$ cat src/rtl/core/scd_pkg.sv
// Shared types and constants for the stereo chorus delay block.
// No dependencies; imported by every module of the block but scd_ram.
package scd_pkg;

    localparam int RING_DEPTH_DEF = 4096;
    localparam int SAMPLE_W       = 32;
    localparam int CFG_IDX_W      = 2;
    localparam int CFG_DATA_W     = 32;

    // configuration register indexes
    localparam logic [CFG_IDX_W-1:0] REG_BASE_DELAY = 2'd0;
    localparam logic [CFG_IDX_W-1:0] REG_SEPARATION = 2'd1;
    localparam logic [CFG_IDX_W-1:0] REG_DEPTH      = 2'd2;
    localparam logic [CFG_IDX_W-1:0] REG_PHASE_STEP = 2'd3;

    // one queued frame together with the oscillator phase it is played at
    typedef struct packed {
        logic signed [SAMPLE_W-1:0] send_left;
        logic signed [SAMPLE_W-1:0] send_right;
        logic signed [SAMPLE_W-1:0] dry_left;
        logic signed [SAMPLE_W-1:0] dry_right;
        logic                       frame_last;
        logic [31:0]                phase;
    } frame_t;

    typedef struct packed {
        logic [11:0] base_delay;
        logic [11:0] separation;
        logic [10:0] depth;
    } delay_cfg_t;

    typedef enum logic [3:0] {
        BK_IDLE,
        BK_MUL1,
        BK_MUL2,
        BK_SUM,
        BK_WRAP,
        BK_RIDX,
        BK_LIDX,
        BK_READ,
        BK_OUT
    } back_state_t;

endpackage

$ cat src/rtl/core/scd_front.sv
// Front end: takes input requests, tags each with its oscillator phase and
// queues them for the back end. Depends on scd_pkg.
module scd_front (
    input  logic                clk,
    input  logic                rst_n,
    input  logic                in_valid,
    output logic                in_stall,
    input  logic signed [31:0]  send_left,
    input  logic signed [31:0]  send_right,
    input  logic signed [31:0]  dry_left,
    input  logic signed [31:0]  dry_right,
    input  logic                frame_last,
    input  logic [31:0]         phase_step,
    output logic                q_valid,
    input  logic                q_pop,
    output scd_pkg::frame_t     q_item
);
    import scd_pkg::*;

    frame_t      entry_reg [2];
    logic        wr_ptr_reg;
    logic        rd_ptr_reg;
    logic [1:0]  count_reg;
    logic [31:0] phase_reg;
    logic        push;
    logic        pop;

    assign in_stall = (count_reg == 2'd2);
    assign push     = in_valid && !in_stall;
    assign q_valid  = (count_reg != 2'd0);
    assign pop      = q_pop && q_valid;
    assign q_item   = entry_reg[rd_ptr_reg];

    always_ff @(posedge clk or negedge rst_n)
    begin
        if (!rst_n)
        begin
            wr_ptr_reg <= 1'b0;
            rd_ptr_reg <= 1'b0;
            count_reg  <= 2'd0;
            phase_reg  <= 32'd0;
        end
        else
        begin
            if (push)
            begin
                wr_ptr_reg <= !wr_ptr_reg;
                phase_reg  <= phase_reg + phase_step;
            end
            if (pop)
            begin
                rd_ptr_reg <= !rd_ptr_reg;
            end
            case ({push, pop})
                2'b10:   count_reg <= count_reg + 2'd1;
                2'b01:   count_reg <= count_reg - 2'd1;
                default: count_reg <= count_reg;
            endcase
        end
    end

    always_ff @(posedge clk)
    begin
        if (push)
        begin
            entry_reg[wr_ptr_reg] <= '{
                send_left:  send_left,
                send_right: send_right,
                dry_left:   dry_left,
                dry_right:  dry_right,
                frame_last: frame_last,
                phase:      phase_reg
            };
        end
    end

endmodule

$ cat config.mk
export PLATFORM = sky130hd
export DESIGN_NAME = scd_front
export DESIGN_NICKNAME = d
export VERILOG_FILES = /design/src/rtl/core/scd_pkg.sv /design/src/rtl/core/scd_front.sv
export SDC_FILE = /design/constraint.sdc
export NUM_CORES = 1
export LEC_CHECK = 0
export BUFFER_PORTS_ARGS = -buffer_cell sky130_fd_sc_hd__buf_2
export CAP_MARGIN = 10
export CORE_MARGIN = 2
export CORE_UTILIZATION = 54
export CTS_CLUSTER_DIAMETER = 40
export CTS_CLUSTER_SIZE = 24
export DETAILED_ROUTE_END_ITERATION = 10
export GPL_ROUTABILITY_DRIVEN = 1
export GPL_TIMING_DRIVEN = 0
export PLACE_DENSITY_LB_ADDON = 0.05
export SLEW_MARGIN = 20
export SYNTH_ARGS = -nofsm -noshare
export SYNTH_HDL_FRONTEND = slang
export SYNTH_SLANG_ARGS = --single-unit
$ cat constraint.sdc
create_clock -name clk -period 10.8 [get_ports clk]
set_input_delay 0 -clock clk [delete_from_list [all_inputs] [get_ports clk]]
set_output_delay 0 -clock clk [all_outputs]
set_load 0.02 [all_outputs]
==> key figures, run 1 <==
CTS
  • Clk sinks: 358
  • Clock root buffer: clkbuf_16
  • Total CTS buffers: 40
  • Reg clk slew, reported paths: 0.06 ns
  • Clock Latency Late Sink: 0.53 ns
  • TritonCTS clock tree: yes
  • Clock Path Buffers: 3
  • Htree depth: 2
  • Postcts setup bufs: 0

Layout
  • Area added between synthesis and finish: 34.2%
  • Final design utilization: 0.735
  • Fin cells: 1763
  • NumNets Final: 1587
  • Design area: 19700 um^2
  • Largest register FFs: 322
  • Layout cells sized above 1: 0.419

GRT
  • Gr usage total: 0.241
  • First-pass GRT wire length: between 50000 and 60000 um
  • Vias in the first global route: 9804
  • Initial antenna violation count: 3
  • Gr ovfl total: 0
  • Largest net degree at the start of global routing: slightly above 50

Power and ir drop
  • Power density cells: 287 nW/um^2
  • Comb pwr share: 0.405
  • Total power: ~0.0057 W
  • Sequential share of power: 0.371
  • Switching power: 0.00206 W
  • Internal Pwr Total: ~0.0036 W
  • Clock share of power: 0.225
  • Sw Ratio: 0.363
  • Max IR drop VDD: between 0.00015 and 0.0002 V
  • LEAKAGE: 7.61 nW

Place
  • DP Cell Count: 1548
  • GP Congestion: 0.887
  • DPL Wire Length: 23500 um
  • Place WS: 7.90 ns
  • Area after DPL: 17000 um^2
  • Number of I/O port buffers: 327

Critical path
  • Worst-case reg-to-reg path depth: 9
  • Most common cell on crit path: a21oi_1
  • Crit-path max FO: 6
  • Worst setup path startpoint: phase_reg[13]
  • CP endpoint: phase_reg[31]
  • Startpoint types: flop
  • Slowest cell on the critical path: dlygate4sd3_1
  • WP data required: about 11 ns
  • Worst path cell trace: ha_1, a21oi_1, nand2_1, a221oi_2, a31oi_4, a211oi_1, a21oi_1, nand3_1, dlygate4sd3_1
  • CP delay by family, top: compound AO/OA/AOI/OAI gates
  • CP Capture Type: flop
  • R2R Setup Slk: 7.77 ns
  • Critical path class: reg2reg
  • Levels on crit path: 9
  • Critical Path AT: about 3.5 ns
  • CP bufs+invs: 1
  • RR Endpoint: phase_reg[31]
  • Worst R2R Start: phase_reg[13]
  • CP max stage delay: around 0.55 ns

Synth
  • Yosys warning total: 0
  • Sequential share of the synthesized area: 0.720
  • Synth Instances: around 870
  • Synthesized area: 14700 um^2
  • Synth top area share: 0.658
  • Leading post-synthesis cells by cell area: edfxtp_1 (66%), mux2_2 (13%), dfrtp_1 (6.1%), ha_1 (2.7%), nand2_1 (1.4%)
  • Post-synth EDFFs: 322
  • Main synth FF type: edfxtp_1
  • Post-Syn Nets: 1067
  • Post-synth ARST share: 0.101
  • Cell taking the most area after synthesis: edfxtp_1
  • Syn avg cell area: 16.9 um^2
  • Netlist cell types: 62
  • Number of synthesized register bits: 358

Job
  • Maxcap violations: 0

Detailed routing
  • Routed WL: 34700 um
  • Wire per inst: 19.7 um
  • Post-route ant nets: 0
  • DRC errors left: 0
  • Iteration-0 DRC Markers: 708
  • DRT Pass-1 Iters: 5
  • Via count: 9431
  • DR vias/cell: 5.35

Min path
  • Hold Crit Class: in2reg

STA
  • Final Max Slew Viols: 0
  • Fmax: 330 MHz
  • Setup Viol. Count Final: 0
  • Hold Violations, Final: 0
  • Final worst slack: ~8 ns
  • Max_slew headroom: 0.397
  • RSZ-0062 raised after global routing: false
  • Setup Skew: about 0.014 ns
  • Least-Margin Pin Slew: approximately 0.9 ns
  • Period utilization: 0.281
  • Tmin final: 3.03 ns

Floorplan
  • Die width: 169 um
  • Die area: between 20000 and 30000 um^2
  • Row count: 60
  • Ports: 328
  • Initial Util: 0.548
  • Die height: 169 um
  • Core area: 26800 um^2

Status
  • Status: finished clean
==> power groups by stage <==
stage          Sequential (W)  Combinational [W]  Clock (W)
4_1_cts               0.00210            0.00230    0.00129
3_5_place_dp          0.00212            0.00224          0
3_3_place_gp          0.00222            0.00213          0
2_1_floorplan         0.00215            0.00153          0
5_1_grt               0.00213            0.00247    0.00135
6_report              0.00210            0.00229    0.00127
==> Yosys cell counts (3+ instances only) <==
cell type  number
a211oi_1        5
a21boi_0        3
a21o_1          4
a21oi_1        33
a31o_2          3
a31oi_1         4
and2_1          7
and3_1          3
buf_2           6
clkbuf_1       22
dfrtp_1        36
edfxtp_1      322
ha_1           32
inv_1           6
mux2_2        163
nand2_1        56
nand2b_1        4
nand3_1         8
nor2_1         15
nor3_1          3
o211ai_1        5
o21ai_0        33
o21ai_1        16
o21ai_2         3
o21bai_1        3
xnor2_1        15
xor2_1         18
==> area by class of cell <==
type                       count  area (um^2)
antenna                        2         5.00
clock buffer                  46         1030
fill                        1725         7090
tap                          341          427
buffer                        30          128
inverter                       6         22.5
clock inverter                27          221
multi-input combinational    475         3980
sequential                   358        10600
timing repair buffer         478         3330
==> worst min path at each step <==
stage | startpoint | to | depth (start not counted)
finish | phase_step[5] | phase_reg[5] | 4
global route | phase_step[5] | phase_reg[5] | 4
CTS | phase_step[5] | phase_reg[5] | 4
detailed placement | dry_right[10] | entry_reg[1][43] | 1
global placement | rst_n | phase_reg[23] | 1
floorplan | rst_n | count_reg[0] | 0
==> layer usage <==
layer,routed length [um],vias to the layer above,share of wire,global-route usage
met4,1130,2,0.032,0.0888
met3,2290,75,0.066,0.0524
met1,13300,4618,0.38,0.285
met5,11,-,0.00032,0
met2,18000,319,0.52,0.432
li1,-,4417,-,-
==> worst min-delay path, delay by kind of cell <==
| family | cells | cell delay [ns] |
|---|---|---|
| AOI/OAI and AO/OA | 1 | 0.07 |
| adders and majority gates | 1 | 0.22 |
| xor gates and xnor gates | 1 | 0.13 |
| buffers and inverters | 1 | 0.08 |
==> layout by cell type (no fill, tap or decap), types with 6 or more instances in the layout <==
| master | count |
|---|---|
| dlygate4sd3_1 | 140 |
| mux2_2 | 163 |
| buf_2 | 333 |
| nand2_1 | 56 |
| buf_16 | 9 |
| o21ai_0 | 33 |
| clkbuf_16 | 40 |
| xnor2_1 | 15 |
| clkinv_2 | 9 |
| inv_1 | 6 |
| xor2_1 | 18 |
| a21oi_1 | 33 |
| o21ai_1 | 16 |
| nor2_1 | 14 |
| and2_1 | 7 |
| nand3_1 | 8 |
| clkbuf_1 | 27 |
| dfrtp_1 | 36 |
| edfxtp_1 | 322 |
| ha_1 | 32 |
==> stage by stage <==
step,hold WS [ns],TNS [ns]
after floorplan,-0.296,0
after global placement,0.183,-332.43
after detailed placement,0.191,0
after CTS,0.00343,0
after global routing,0.0496,0
final,0.0249,0
==> what timing repair did <==
| item | 4_1_cts | 5_1_grt |
|---|---|---|
| hold buffers | 140 | 0 |
| setup endpoints to repair | 0 | 0 |
| gates resized for setup | 0 | 0 |
| endpoints found under the hold margin | 304 | 0 |
==> cell families after synthesis <==
kind of cell | after synthesis | share of synthesized area
xor gates and xnor gates | 33 | 0.0197
DFF | 358 | 0.720
adders and majority gates | 33 | 0.0286
and+or+nand+nor | 112 | 0.0369
AOI/OAI and AO/OA | 134 | 0.0597
muxes | 163 | 0.125
buffers and inverters | 36 | 0.0102
Note: power is estimated with default switching activity, not from simulation.
==> run 2, diff against run 1 <==
clock period = 2.8 ns   (was 10.8 ns; I/O delays follow)
==> run 2 against run 1 <==
- sequential share of layout area is 0.80 points lower
- cell count rose by 0.57%
- via count increased by 0.86%
- core utilization up 1.1 points
- die area unchanged
- clock skew down 0.0060 ns
- routed wire length is 0.19% higher
- maximum frequency grew 16%
- global-route usage decreased by 0.20 points
- combinational power rose to 3.9 times the previous value
- non-clock buffer count did not move
- critical path type unchanged
- largest power group unchanged
- highest routed layer is now met4
==> key figures, run 2 (synthesis results as in run 1) <==
Status
  • Status: finished clean (unchanged)

Floorplan
  • Die height: 169 um (unchanged)
  • Initial Util: 0.548 (unchanged)
  • Row count: 60 (unchanged)
  • Ports: 328 (unchanged)
  • Die area: 28500 um^2 (unchanged)
  • Core area: 26800 um^2 (unchanged)
  • Die width: 169 um (unchanged)

Detailed routing
  • DR vias/cell: 5.36 (was 5.35)
  • DRC errors left: 0 (unchanged)
  • Wire per inst: 19.6 um (was 19.7 um)
  • Iteration-0 DRC Markers: 584 (was 708)
  • Post-route ant nets: 0 (unchanged)
  • Via count: 9512 (was 9431)
  • Routed WL: 34700 um (about the same)
  • DRT Pass-1 Iters: 5 (unchanged)

Layout
  • Most common cell after layout, fill and taps aside: buf_2 (unchanged)
  • Fill cell count: 1728 (was 1725)
  • Fin cells: 1773 (was 1763)
  • Final design utilization: 0.746 (was 0.735)
  • Commonest non-fill, non-tap cells in the layout: buf_2 (333), edfxtp_1 (322), mux2_2 (163) (unchanged)
  • Layout cells sized above 1: 0.433 (was 0.419)
  • Multi-input logic area: 4000 um^2 (was 3980 um^2)
  • NumNets Final: 1591 (was 1587)
  • Register area: 10600 um^2 (unchanged)
  • Largest register FFs: 322 (unchanged)
  • Area added between synthesis and finish: 36.2% (was 34.2%)

GRT
  • Largest net degree at the start of global routing: 50 (was 51)
  • Initial antenna violation count: 2 (was 3)
  • Vias in the first global route: 9729 (was 9804)
  • Gr ovfl total: 0 (unchanged)
  • First-pass GRT wire length: 52500 um (was 52700 um)
  • Gr usage total: 0.239 (was 0.241)

Job
  • Maxcap violations: 0 (unchanged)

Power and ir drop
  • Power density cells: 1140 nW/um^2 (was 287 nW/um^2)
  • Total power: 0.0227 W (was 0.00566 W)
  • Max IR drop VDD: 0.000710 V (was 0.000181 V)
  • LEAKAGE: 7.77 nW (was 7.61 nW)

CTS
  • Clock Path Buffers: 3 (unchanged)
  • Reg clk slew, reported paths: 0.06 ns (about the same)
  • Clk sinks: 358 (unchanged)
  • Clock Latency Late Sink: 0.53 ns (about the same)
  • TritonCTS clock tree: yes (unchanged)
  • Htree depth: 2 (unchanged)
  • Postcts setup bufs: 0 (unchanged)
  • Total CTS buffers: 44 (was 40)
  • Clock root buffer: clkbuf_16 (unchanged)

STA
  • Final Max Slew Viols: 0 (unchanged)
  • Least-Margin Pin Slew: 0.919 ns (was 0.904 ns)
  • Setup TNS: 0 ns (unchanged)
  • Fmax: 382 MHz (was 330 MHz)
  • Setup Viol. Count Final: 0 (unchanged)
  • Max_slew headroom: 0.388 (was 0.397)
  • Tmin final: 2.62 ns (was 3.03 ns)
  • Hold Violations, Final: 0 (unchanged)
  • Setup Skew: 0.00818 ns (was 0.0142 ns)
  • Final worst slack: 0.184 ns (was 7.77 ns)
  • Period utilization: 0.934 (was 0.281)
  • RSZ-0062 raised after global routing: false (unchanged)

Critical path
  • CP max stage delay: 0.49 ns (was 0.55 ns)
  • Worst path cell trace: ha_1, a21oi_1, o21ai_0, a221oi_2, a211oi_1, a21oi_1, xor2_1, o21ai_1 (was ha_1, a21oi_1, nand2_1, a221oi_2, a31oi_4, a211oi_1, a21oi_1, nand3_1, dlygate4sd3_1)
  • Startpoint types: flop (unchanged)
  • WP data required: 3.19 ns (was 11.26 ns)
  • Worst R2R Start: phase_reg[8] (was phase_reg[13])
  • CP Capture Type: flop (unchanged)
  • Critical Path AT: 3.00 ns (was 3.49 ns)
  • Worst setup path startpoint: phase_reg[8] (was phase_reg[13])
  • Critical path class: reg2reg (unchanged)
  • Most common cell on crit path: a21oi_1 (unchanged)
  • Worst-case reg-to-reg path depth: 8 (was 9)
  • Slowest cell on the critical path: a221oi_2 (was dlygate4sd3_1)
  • Crit-path max FO: 6 (unchanged)
  • RR Endpoint: phase_reg[25] (was phase_reg[31])
  • R2R Setup Slk: 0.18 ns (was 7.77 ns)

Min path
  • Hold Crit Class: in2reg (unchanged)
  • HP Start: in_valid (was phase_step[5])
  • Hold depth: 4 (unchanged)
  • WHS Endpoint: phase_reg[1] (was phase_reg[5])

Place
  • DP Cell Count: 1548 (unchanged)
  • Place WS: 0.127 ns (was 7.90 ns)
  • GP Congestion: 0.853 (was 0.887)
  • DPL Wire Length: 23100 um (was 23500 um)
  • Number of I/O port buffers: 327 (unchanged)
==> run 2: layout make-up <==
type / instances / share of cell area
flip-flops and latches: 358 / 0.528
clock buffers: 48 / 0.0568
diodes: 3 / 0.000375
inverters: 6 / 0.00113
clock inverters: 34 / 0.0199
repair buffers: 478 / 0.164
well taps: 341 / 0.0213
plain buffers: 30 / 0.00782
multi-input cells: 475 / 0.200
==> run 2: worst max-delay path by stage <==
stage	slack (ns)	cells after the start	end
6_report	0.18	8	phase_reg[25]
5_1_grt	0.007	9	phase_reg[18]
4_1_cts	0.1	5	q_item[148]
3_5_place_dp	0.13	9	phase_reg[26]
3_3_place_gp	-2.42	5	entry_reg[0][91]
2_1_floorplan	-0.90	5	entry_reg[0][0]
==> run 2: worst max-delay path: cells and delay by family (launching register included) <==
kind            cells  cell delay, ns
fa+ha+maj           1            0.38
flops               1            0.40
compound gates      6            1.49
xor+xnor            1            0.20
==> run 2: report_power, final <==
part / internal, W / leakage, nW / switching, W
registers: 0.00757 / 3.43 / 0.000500
logic: 0.00352 / 3.59 / 0.00530
clock network: 0.00356 / 0.744 / 0.00227
total: 0.0147 / 7.77 / 0.00807
==> run 2: per-stage QoR <==
stage                     cell area [um^2]  hold slack (ns)
final                                20000           0.0229
after global routing                 20000           0.0253
after CTS                            20000          0.00329
after detailed placement             17000            0.190
after global placement               16800            0.177
after floorplan                      14700           -0.296
==> run 2: repair_timing <==
action                                  CTS  global route
endpoints found under the setup margin   80             3
hold endpoints to repair                305             0
hold buffers                            140             0
resized for setup                         7             1
==> run 2: routing by layer <==
metal  vias up  track usage  wire length [um]
met5         -            0                 0
met4         0       0.0776              1000
met3        70       0.0479              2330
met2       319        0.431             17900
met1      4680        0.288             13500
li1       4443            -                 -
==> run 3, diff against run 2 <==
clock period = 2.6 ns   (was 2.8 ns; I/O delays follow)
==> run 3 against run 2 <==
- maximum frequency grew 5.2%
- highest routed layer unchanged
- largest cell class unchanged
- power increased by 8.2%
- global-route usage stayed put
==> key figures, run 3 (synthesis results as in run 1) <==
Floorplan
  • Initial Util: 0.548 (unchanged)
  • Die width: 169 um (unchanged)
  • Core area: 26800 um^2 (unchanged)
  • Die area: 28500 um^2 (unchanged)
  • Ports: 328 (unchanged)
  • Row count: 60 (unchanged)
  • Die height: 169 um (unchanged)

CTS
  • Clock Path Buffers: 3 (unchanged)
  • Clock Latency Late Sink: 0.53 ns (about the same)
  • TritonCTS clock tree: yes (unchanged)
  • Clock root buffer: clkbuf_16 (unchanged)
  • Htree depth: 2 (unchanged)
  • Reg clk slew, reported paths: 0.06 ns (about the same)
  • Total CTS buffers: 44 (unchanged)
  • Clk sinks: 358 (unchanged)

Critical path
  • CP Capture Type: flop (unchanged)
  • Slowest cell on the critical path: dfrtp_1 (was a221oi_2)
  • Startpoint types: flop (unchanged)
  • Critical path class: reg2reg (unchanged)
  • Worst R2R Start: phase_reg[0] (was phase_reg[8])
  • Worst-case reg-to-reg path depth: 9 (was 8)
  • CP max stage delay: 0.41 ns (was 0.49 ns)
  • Worst path cell trace: ha_2, fa_2, a21o_1, a31o_1, a21oi_4, o221a_4, o21ai_1, nor4b_2, nand3b_1 (was ha_1, a21oi_1, o21ai_0, a221oi_2, a211oi_1, a21oi_1, xor2_1, o21ai_1)
  • R2R Setup Slk: 0.11 ns (was 0.18 ns)
  • RR Endpoint: phase_reg[28] (was phase_reg[25])
  • Critical Path AT: 2.94 ns (was 3.00 ns)
  • Crit-path max FO: 4 (was 6)
  • WP data required: 3.06 ns (was 3.19 ns)

STA
  • Max_slew headroom: 0.393 (was 0.388)
  • Fmax: 402 MHz (was 382 MHz)
  • Hold Violations, Final: 0 (unchanged)
  • Final Max Slew Viols: 0 (unchanged)
  • Least-Margin Pin Slew: 0.910 ns (was 0.919 ns)
  • Setup TNS: 0 ns (unchanged)
  • Period utilization: 0.956 (was 0.934)
  • Setup Skew: 0.00973 ns (was 0.00818 ns)
  • Setup Viol. Count Final: 0 (unchanged)
  • Tmin final: 2.49 ns (was 2.62 ns)

Detailed routing
  • Via count: 9493 (was 9512)
  • Post-route ant nets: 0 (unchanged)
  • DR vias/cell: 5.35 (was 5.36)
  • Wire per inst: 19.6 um (about the same)
  • Iteration-0 DRC Markers: 555 (was 584)
  • DRC errors left: 0 (unchanged)
  • DRT Pass-1 Iters: 5 (unchanged)
  • Routed WL: 34700 um (about the same)

Layout
  • Commonest non-fill, non-tap cells in the layout: buf_2 (333), edfxtp_1 (322), mux2_2 (163) (unchanged)
  • Layout cells sized above 1: 0.440 (was 0.433)
  • Fill cell count: 1713 (was 1728)
  • Area added between synthesis and finish: 36.8% (was 36.2%)
  • Largest register FFs: 322 (unchanged)
  • Most common cell after layout, fill and taps aside: buf_2 (unchanged)
  • NumNets Final: 1592 (was 1591)

GRT
  • Gr ovfl total: 0 (unchanged)
  • Largest net degree at the start of global routing: 50 (unchanged)
  • First-pass GRT wire length: 52500 um (about the same)
  • Vias in the first global route: 9727 (was 9729)
  • Initial antenna violation count: 2 (unchanged)
  • Gr usage total: 0.239 (unchanged)

Status
  • Status: finished clean (unchanged)

Power and ir drop
  • Max IR drop VDD: 0.000761 V (was 0.000710 V)
  • Total power: 0.0246 W (was 0.0227 W)
  • Power density cells: 1220 nW/um^2 (was 1140 nW/um^2)
  • LEAKAGE: 7.78 nW (was 7.77 nW)

Place
  • Number of I/O port buffers: 327 (unchanged)
  • DPL Wire Length: 23100 um (unchanged)
  • GP Congestion: 0.853 (unchanged)

Min path
  • WHS Endpoint: phase_reg[2] (was phase_reg[1])
  • Hold depth: 4 (unchanged)
  • HP Start: phase_step[2] (was in_valid)
  • Hold Crit Class: in2reg (unchanged)

Job
  • Maxcap violations: 0 (unchanged)
run 3: changes by cell type in the layout (fill, tap and decap cells not counted), sizes merged:
cell and delta:
clkbuf -1, buf +2, diode -1
run 3: layout make-up:
type | instances | area [um^2] | share of cell area
antenna | 2 | 5.00 | 0.000249
buffer | 29 | 153 | 0.00760
clock buffer | 48 | 1140 | 0.0566
clock inverter | 34 | 399 | 0.0199
inverter | 6 | 22.5 | 0.00112
multi-input combinational | 475 | 4070 | 0.202
sequential | 358 | 10600 | 0.526
tap | 341 | 427 | 0.0212
timing repair buffer | 480 | 3300 | 0.164
run 3: per-stage QoR:
| stage | cells | utilization | hold slack [ns] | setup WS (ns) | area, um^2 |
|---|---|---|---|---|---|
| 4_1_cts | 1769 | 0.747 | 0.00329 | 0.00554 | 20000 |
| 3_5_place_dp | 1548 | 0.636 | 0.190 | -0.0731 | 17000 |
| 6_report | 1773 | 0.749 | 0.0204 | 0.115 | 20100 |
| 2_1_floorplan | 869 | - | -0.296 | -1.10 | 14700 |
| 3_3_place_gp | 1537 | 0.627 | 0.177 | -2.62 | 16800 |
| 5_1_grt | 1773 | 0.749 | 0.0285 | -0.00933 | 20100 |
run 3: worst max-delay path by stage:
stage	slack, ns	end	from	cells after the start
final	0.11	phase_reg[28]	phase_reg[0]	9
after global routing	-0.009	phase_reg[25]	phase_reg[12]	9
after CTS	0.006	phase_reg[16]	phase_reg[0]	9
after detailed placement	-0.07	phase_reg[26]	phase_reg[0]	9
after global placement	-2.62	entry_reg[0][91]	count_reg[0]	5
after floorplan	-1.10	entry_reg[0][0]	count_reg[0]	5
run 3: worst max-delay path: cells and delay by family, from the launching register on:
kind                     cells  cell delay [ns]
AO/OA/AOI/OAI                5             1.10
flip-flops                   1             0.41
adder cells (fa/ha/maj)      2             0.56
AND/OR/NAND/NOR              2             0.34
run 3: layer usage:
metal  vias up  track usage  routed length [um]
li1       4444            -                   -
met4         0       0.0776                 995
met3        68       0.0479                2280
met5         -            0                   0
met1      4670        0.288               13600
met2       311        0.431               17900
run 3: report_power, final:
group          internal [W]  switching [W]
clock network       0.00384        0.00244
registers           0.00816       0.000564
logic               0.00385        0.00574
total                0.0158        0.00874
run 3: timing repair:
action	in CTS	in global routing
pin swaps	1	5
hold endpoints to repair	305	0
hold buffers	140	0
resized for setup	11	9
buffers inserted	0	2
endpoints found under the setup margin	87	10
